## config.mk

```make
export PLATFORM = sky130hd
export DESIGN_NAME = led_matrix_remap_scan_unit
export DESIGN_NICKNAME = d
export VERILOG_FILES = /design/src/design/lmrs_pkg.sv /design/src/design/lmrs_ram.sv /design/src/design/lmrs_table.sv /design/src/design/lmrs_scan.sv /design/src/design/led_matrix_remap_scan_unit.sv
export VERILOG_INCLUDE_DIRS = /design/src /design/src/design
export SDC_FILE = /design/constraint.sdc
export NUM_CORES = 2
export LEC_CHECK = 0
export BUFFER_PORTS_ARGS = -buffer_cell sky130_fd_sc_hd__buf_2
export CAP_MARGIN = 30
export CELL_PAD_IN_SITES_DETAIL_PLACEMENT = 1
export CELL_PAD_IN_SITES_GLOBAL_PLACEMENT = 1
export CORE_MARGIN = 2
export CORE_UTILIZATION = 40
export CTS_CLUSTER_SIZE = 28
export DETAILED_ROUTE_END_ITERATION = 7
export PLACE_DENSITY_LB_ADDON = 0.08
export SKIP_LAST_GASP = 1
export SLEW_MARGIN = 20
export SYNTH_ARGS = -nofsm -noshare
export SYNTH_HDL_FRONTEND = slang
export SYNTH_SLANG_ARGS = --single-unit
```

## constraint.sdc

```tcl
create_clock -name aclk -period 4.64 [get_ports aclk]
set_input_delay 0.464 -clock aclk [delete_from_list [all_inputs] [get_ports aclk]]
set_output_delay 0.464 -clock aclk [all_outputs]
set_load 0.01 [all_outputs]
```

## src/design/led_matrix_remap_scan_unit_defines.svh

```systemverilog
// assertion macros shared by the led matrix remap and scan design
// no dependencies; files that check their own logic include this header
`ifndef LED_MATRIX_REMAP_SCAN_UNIT_DEFINES_SVH
`define LED_MATRIX_REMAP_SCAN_UNIT_DEFINES_SVH

// checked on every clock edge outside reset
`define LMRS_ASSERT(label, prop, msg) \
    label: assert property (@(posedge aclk) disable iff (!aresetn) prop) else $error(msg);

// checked on every clock edge, reset included
`define LMRS_ASSERT_ALWAYS(label, prop, msg) \
    label: assert property (@(posedge aclk) prop) else $error(msg);

`endif

```

## src/design/lmrs_pkg.sv

```systemverilog
// types, constants and helpers for the led matrix remap and scan design
// no dependencies
package lmrs_pkg;

    localparam int IMAGE_ROWS  = 15;
    localparam int IMAGE_COLS  = 15;
    localparam int LED_SIZE    = 8;
    localparam int TABLE_DEPTH = IMAGE_ROWS * IMAGE_COLS;
    localparam int ADDR_W      = $clog2(TABLE_DEPTH);
    localparam int COORD_W     = 3;
    localparam int ENTRY_W     = 2 * COORD_W;

    // action codes
    localparam logic [1:0] ACT_WRITE = 2'd0;
    localparam logic [1:0] ACT_PIXEL = 2'd1;
    localparam logic [1:0] ACT_FRAME = 2'd2;
    localparam logic [1:0] ACT_NONE  = 2'd3;

    typedef struct packed {
        logic [1:0]        action;
        logic [3:0]        src_row;
        logic [3:0]        src_col;
        logic signed [3:0] led_x;
        logic signed [3:0] led_y;
        logic [7:0]        pixel_value;
    } in_item_t;

    typedef struct packed {
        logic [2:0] line_index;
        logic [7:0] select_byte;
        logic [7:0] row_byte;
        logic       last_line;
    } out_item_t;

    // result of a table lookup, registered from the pixel transfer
    typedef struct packed {
        logic               set;
        logic [COORD_W-1:0] x;
        logic [COORD_W-1:0] y;
    } lookup_t;

    function automatic logic in_range(input logic [3:0] row, input logic [3:0] col);
        return (int'(row) < IMAGE_ROWS) && (int'(col) < IMAGE_COLS);
    endfunction

    function automatic logic [ADDR_W-1:0] slot_of(input logic [3:0] row,
                                                  input logic [3:0] col);
        return ADDR_W'(int'(row) * IMAGE_COLS + int'(col));
    endfunction

endpackage

```

## src/design/lmrs_ram.sv

```systemverilog
// generic single write port, single read port ram with registered read
// no dependencies
module lmrs_ram #(
    parameter int WIDTH = 8,
    parameter int DEPTH = 256
) (
    input  logic                     aclk,
    input  logic                     wr_en,
    input  logic [$clog2(DEPTH)-1:0] wr_addr,
    input  logic [WIDTH-1:0]         wr_data,
    input  logic                     rd_en,
    input  logic [$clog2(DEPTH)-1:0] rd_addr,
    output logic [WIDTH-1:0]         rd_data
);

    logic [WIDTH-1:0] mem_reg [DEPTH];
    logic [WIDTH-1:0] rd_data_reg;

    always_ff @(posedge aclk) begin
        if (wr_en) begin
            mem_reg[wr_addr] <= wr_data;
        end
        if (rd_en) begin
            rd_data_reg <= mem_reg[rd_addr];
        end
    end

    assign rd_data = rd_data_reg;

endmodule

```

## src/design/lmrs_table.sv

```systemverilog
// translation table: per-entry valid flops plus coordinate ram
// depends on lmrs_pkg, lmrs_ram and the shared assertion header
`include "led_matrix_remap_scan_unit_defines.svh"

module lmrs_table (
    input  logic              aclk,
    input  logic              aresetn,
    input  logic              wr_en,
    input  logic              rd_en,
    input  lmrs_pkg::in_item_t item,
    output lmrs_pkg::lookup_t lookup
);

    logic                        valid_reg [lmrs_pkg::TABLE_DEPTH];
    logic                        set_reg;
    logic                        hit_range;
    logic                        entry_ok;
    logic [lmrs_pkg::ADDR_W-1:0] slot;
    logic [lmrs_pkg::ENTRY_W-1:0] rd_entry;

    assign hit_range = lmrs_pkg::in_range(item.src_row, item.src_col);
    assign slot      = lmrs_pkg::slot_of(item.src_row, item.src_col);
    // negative coordinates read as large unsigned patterns, so one compare covers both
    assign entry_ok  = (int'($unsigned(item.led_x)) < lmrs_pkg::LED_SIZE)
                    && (int'($unsigned(item.led_y)) < lmrs_pkg::LED_SIZE);

    always_ff @(posedge aclk) begin
        if (!aresetn) begin
            for (int i = 0; i < lmrs_pkg::TABLE_DEPTH; i++) begin
                valid_reg[i] <= 1'b0;
            end
            set_reg <= 1'b0;
        end else begin
            if (wr_en && hit_range) begin
                valid_reg[slot] <= entry_ok;
            end
            set_reg <= rd_en && hit_range && valid_reg[slot] && (item.pixel_value != 8'd0);
        end
    end

    lmrs_ram #(
        .WIDTH(lmrs_pkg::ENTRY_W),
        .DEPTH(lmrs_pkg::TABLE_DEPTH)
    ) u_ram (
        .aclk    (aclk),
        .wr_en   (wr_en && hit_range && entry_ok),
        .wr_addr (slot),
        .wr_data ({item.led_x[lmrs_pkg::COORD_W-1:0], item.led_y[lmrs_pkg::COORD_W-1:0]}),
        .rd_en   (rd_en),
        .rd_addr (slot),
        .rd_data (rd_entry)
    );

    assign lookup.set = set_reg;
    assign lookup.x   = rd_entry[lmrs_pkg::ENTRY_W-1:lmrs_pkg::COORD_W];
    assign lookup.y   = rd_entry[lmrs_pkg::COORD_W-1:0];

    `LMRS_ASSERT(a_set_follows_read, set_reg |-> $past(rd_en), "bit set without a pixel read")

endmodule

```

## src/design/lmrs_scan.sv

```systemverilog
// row accumulator and line scan-out shift register with output register
// depends on lmrs_pkg and the shared assertion header
`include "led_matrix_remap_scan_unit_defines.svh"

module lmrs_scan (
    input  logic                aclk,
    input  logic                aresetn,
    input  lmrs_pkg::lookup_t   lookup,
    input  logic                start,
    output logic                busy,
    output logic                m_valid,
    input  logic                m_ready,
    output lmrs_pkg::out_item_t m_data
);

    logic [7:0]          acc_reg [lmrs_pkg::LED_SIZE];
    logic [7:0]          acc_next [lmrs_pkg::LED_SIZE];
    logic                active_reg;
    logic [2:0]          line_reg;
    logic                m_valid_reg;
    lmrs_pkg::out_item_t m_data_reg;
    logic                load;
    logic                last;

    assign load = active_reg && (!m_valid_reg || m_ready);
    assign last = (line_reg == 3'(lmrs_pkg::LED_SIZE - 1));

    // rows shift towards row 0 during the scan, zeros fill in behind
    always_comb begin
        for (int i = 0; i < lmrs_pkg::LED_SIZE; i++) begin
            acc_next[i] = acc_reg[i];
            if (load) begin
                acc_next[i] = (i == lmrs_pkg::LED_SIZE - 1) ? 8'd0 : acc_reg[(i + 1) % lmrs_pkg::LED_SIZE];
            end else if (lookup.set && (int'(lookup.y) == i)) begin
                acc_next[i] = acc_reg[i] | (8'd1 << lookup.x);
            end
        end
    end

    always_ff @(posedge aclk) begin
        if (!aresetn) begin
            for (int i = 0; i < lmrs_pkg::LED_SIZE; i++) begin
                acc_reg[i] <= 8'd0;
            end
            active_reg  <= 1'b0;
            line_reg    <= 3'd0;
            m_valid_reg <= 1'b0;
        end else begin
            acc_reg <= acc_next;
            if (start) begin
                active_reg <= 1'b1;
                line_reg   <= 3'd0;
            end else if (load) begin
                active_reg <= !last;
                line_reg   <= last ? 3'd0 : line_reg + 3'd1;
            end
            if (load) begin
                m_valid_reg <= 1'b1;
            end else if (m_ready) begin
                m_valid_reg <= 1'b0;
            end
        end
    end

    always_ff @(posedge aclk) begin
        if (load) begin
            m_data_reg.line_index  <= line_reg;
            m_data_reg.select_byte <= ~(8'd1 << line_reg);
            m_data_reg.row_byte    <= acc_reg[0];
            m_data_reg.last_line   <= last;
        end
    end

    assign busy    = active_reg;
    assign m_valid = m_valid_reg;
    assign m_data  = m_data_reg;

    `LMRS_ASSERT_ALWAYS(a_idle_line_zero, (aresetn && !active_reg) |=> (active_reg || line_reg == 3'd0), "line counter left nonzero when idle")
    `LMRS_ASSERT(a_no_restart, start |-> !active_reg, "frame end taken during a scan")
    `LMRS_ASSERT(a_scan_ends, (load && last) |=> (!active_reg && m_valid_reg && m_data_reg.last_line), "scan did not end on the last line")

endmodule

```

## src/design/led_matrix_remap_scan_unit.sv

```systemverilog
// top level of the led matrix remap and scan design
// depends on lmrs_pkg, lmrs_table and lmrs_scan
//
// Remaps a 15x15 source image onto an 8x8 led matrix. Table-write transfers
// load one translation entry, pixel transfers light one led bit, and a
// frame-end transfer emits eight line results (line index, inverted one-hot
// select byte, row byte, last-line flag) before clearing the accumulator.
// Timing: table writes and pixels never hold the input off; a pixel's bit
// reaches the accumulator after the registered read of the coordinate ram
// and the registered set flag. A frame end holds the input off while the
// accumulator shifts out one row a cycle through the output register
// unless m_ready stalls; the next transfer is taken as soon as the last
// line sits in the output register. Entry valid flags live in 225 flops
// cleared by reset, so no clearing pass is needed.
module led_matrix_remap_scan_unit (
    input  logic                aclk,
    input  logic                aresetn,
    input  logic                s_valid,
    output logic                s_ready,
    input  lmrs_pkg::in_item_t  s_data,
    output logic                m_valid,
    input  logic                m_ready,
    output lmrs_pkg::out_item_t m_data
);

    logic              accept;
    logic              busy;
    lmrs_pkg::lookup_t lookup;

    // input is held off only while a frame is being scanned out
    assign s_ready = !busy;
    assign accept  = s_valid && s_ready;

    // unknown action code falls through all three decodes and is dropped
    lmrs_table u_table (
        .aclk    (aclk),
        .aresetn (aresetn),
        .wr_en   (accept && (s_data.action == lmrs_pkg::ACT_WRITE)),
        .rd_en   (accept && (s_data.action == lmrs_pkg::ACT_PIXEL)),
        .item    (s_data),
        .lookup  (lookup)
    );

    // accumulator plus scan-out; output register decouples the result side
    lmrs_scan u_scan (
        .aclk    (aclk),
        .aresetn (aresetn),
        .lookup  (lookup),
        .start   (accept && (s_data.action == lmrs_pkg::ACT_FRAME)),
        .busy    (busy),
        .m_valid (m_valid),
        .m_ready (m_ready),
        .m_data  (m_data)
    );

endmodule

```

==> flow_summary.toml <==
[die]
initial_utilization_pct = 40.1
dieWidth_um = 418
core_um2 = 171000
dieArea_um2 = 175000
placementRows = 152
ios = 52
die_h_um = 418

[clock_network]
cts_buffer_depth = 3
clk_pin_slew_ps = 60
insertion_delay_ps = 850
root_buffer = "clkbuf_16"
htreeDepth = 4
cts_buffers = 183
cts_tree = "done"
clock-sinks = 1702

[sta]
fin_skew_ps = 28.7
finalCriticalPeriod_ps = 4450
rsz0062_at_grt = "false"
finalSetupViolations = 0
timing.final.crit_share_pct = 95.9
slew_viol_final = 0
worstMarginPinSlew_ps = 1170
hold_violations = 0
tns_ps = 0
max_freq_mhz = 225
slew_headroom_pct = 21.7

[grt]
grt_pass1_wl_um = 302000
grt_pass1_vias = 41900
grt_antenna_before_repair = 4
gr-usage-all-layers_pct = 24.0
overflow = 0
grt_start_max_net_pins = 227

[yosys]
synth_nets = 3952
synth_cells = 3891
ys_ff_latch = 1702
ys_seq_area_share_pct = 70.2
synth_cell_types = 65
avgSynthCellArea_um2 = 17.6
async_flop_share_pct = 0
synth_area_um2 = 68600
synthFlopType = "edfxtp_1"
synth-edff-count = 1407
yosysWarnings = 0

[worst_setup_path]
path_cells = "buf_2, fa_1, inv_1, fa_1, fa_1, inv_1, ha_1, nand2b_1, a211oi_1, buf_4, mux2i_1, buf_4, buf_4, o2111ai_4, buf_4, nor2_1, buf_4"
cpPeakStageDelay_ps = 560
required_ps = 5190
path_class = "in -> reg"
crit_buf_inv = 8
cp_slowest_cell = "fa_1"
crit_arrival_ps = 5000
crit_path_start_kind = "input pin"
cp_top_family = "adder cells"
cpMostUsedCell = "buf_4"
path_max_fanout = 16
endpoint_kind = "register"

[detailed_routing]
ant_nets = 0
drtPass1Iterations = 6
remaining_drc_errors = 0
vias = 39800
via_per_inst = 5.83
wl_um = 209000
avgRoutedWirePerCell_um = 30.7
drt_iter0_drc = 3579

[layout]
largest_register_ffs = 1350
areaGrowthSynthToFinish_pct = 20.2
final_net_count = 4496
drive_above_1_share_pct = 33.2
layoutNonFillerInstCount = 6816
final_area_um2 = 82500
antenna_cells = 0

[job]
drv_cap = 0

[placed_design]
io_buffer_count = 51
hpwl_um = 138000
dpl_cell_area_um2 = 76200
placed_cells = 6477
place.gp.congestion = 0.830

[status]
outcome = "complete, no violations"

[power]
vdd_ir_drop_max_mv = 0.434
p_per_area_nw_per_um2 = 498
cellLeakagePower_nw = 27.2

[min_path]
worst_hold_path_type = "in -> reg"
==> cell usage in the layout (no fill, tap or decap), types with 15 or more instances in the layout <==
cell / instances
a21oi_1: 39
a22oi_1: 30
a31oi_1: 15
buf_12: 88
buf_2: 44
buf_4: 554
bufinv_16: 19
clkbuf_1: 44
clkbuf_16: 186
clkinv_1: 24
clkinv_2: 27
dfxtp_1: 295
edfxtp_1: 1407
ha_1: 22
inv_1: 31
mux2i_1: 29
mux4_2: 445
nand2_1: 173
nand3_1: 38
nor2_1: 322
nor2_2: 32
o211ai_1: 229
o221a_2: 56
o31ai_1: 231
==> routing by layer <==
| metal | up-vias | track usage, % | part of all wire (%) |
|---|---|---|---|
| met5 | - | 0 | 0 |
| met4 | 0 | 7.36 | 2.8 |
| met3 | 294 | 3.45 | 4.7 |
| met2 | 1126 | 40.3 | 50 |
| met1 | 21300 | 32.3 | 43 |
| li1 | 17000 | - | - |
==> worst paths after layout <==
| path | slack [ps] | cells past startpoint | to | from |
|---|---|---|---|---|
| worst max-delay path | 190 | 17 | u_table.u_ram.mem_reg[121][1]$_DFFE_PP_ | s_data[20] |
| worst min-delay path | 50 | 1 | u_table.u_ram.mem_reg[107][4]$_DFFE_PP_ | s_data[13] |
| worst max register to register | 1740 | 7 | u_table.u_ram.mem_reg[106][3]$_DFFE_PP_ | u_scan.busy$_SDFFE_PN0P_ |
| worst min register to register | 440 | 0 | u_scan.m_data[4]$_DFFE_PP_ | u_scan.acc_reg[59]$_SDFFE_PN0P_ |
==> power by group <==
part,leakage (nW),switching [mW],internal (mW)
combinational,9.19,5.76,3.80
clock,2.97,6.21,8.62
sequential,15.0,0.0674,16.6
total,27.2,12.0,29.0
==> cell families after synthesis <==
kind of cell    count (synthesis)  share of synthesized area (%)
buf+inv                       370                           2.52
fa+ha+maj                      31                          0.642
mux                           484                           15.4
xor+xnor                        5                         0.0748
compound gates                673                           7.51
flops                        1702                           70.2
simple gates                  626                           3.71
==> layout make-up <==
| class | count | area, um^2 |
|---|---|---|
| Clock inverter | 94 | 1190 |
| Fill cell | 15900 | 88500 |
| Timing Repair Buffer | 697 | 6290 |
| Clock buffer | 239 | 4940 |
| Sequential cell | 1702 | 48200 |
| Inverter | 32 | 120 |
| Tap cell | 2233 | 2790 |
| Multi-Input combinational cell | 1819 | 19000 |
==> what timing repair did <==
item                                    4_1_cts  5_1_grt
hold buffers                                  1        0
endpoints found under the setup margin        0        1
gates resized for setup                       0        0
hold endpoints to repair                      1        0
buffers inserted                              0        2
==> Yosys cell counts, drive strengths merged, types with 4 or more instances <==
cell,n,share of area [%]
edfxtp,1407,62
mux4,453,15
nor2,355,1.9
dfxtp,295,8.6
o31ai,231,2.5
o211ai,229,2.5
clkbuf,179,0.98
nand2,177,0.97
buf,159,1.4
o221a,56,0.92
a21oi,41,0.30
nand3,38,0.28
inv,31,0.17
a22oi,30,0.33
mux2i,29,0.42
ha,24,0.44
o21ai,16,0.12
a31oi,15,0.14
and3,11,0.10
nand4,11,0.10
nor3,9,0.073
a211oi,8,0.095
nor2b,8,0.073
a2111oi,7,0.089
fa,7,0.20
o2111ai,6,0.077
a21o,5,0.055
o22ai,5,0.046
a32oi,4,0.051
nor4,4,0.036
o32ai,4,0.051
==> worst register-to-register path, stage by stage, from the launching register on <==
cell and delay (ps):
dfxtp_1 340, inv_1 110, nand3_1 180, or4_1 630
nor2_1 330, nand2_1 220, buf_12 200, nor2_1 520
==> through the flow <==
step | setup WS, ps | hold slack [ps] | power (mW) | utilization, %
2_1_floorplan | -120 | 409 | 21.4 | -
3_5_place_dp | -804 | 423 | 26.5 | 44.6
4_1_cts | 78.8 | 39.9 | 41.4 | 48.2
3_3_place_gp | -777 | 420 | 26.4 | 44.6
6_report | 192 | 48.6 | 41.0 | 48.2
5_1_grt | 83.8 | 36.4 | 42.3 | 48.2
Power figures use the tool's default switching activity.
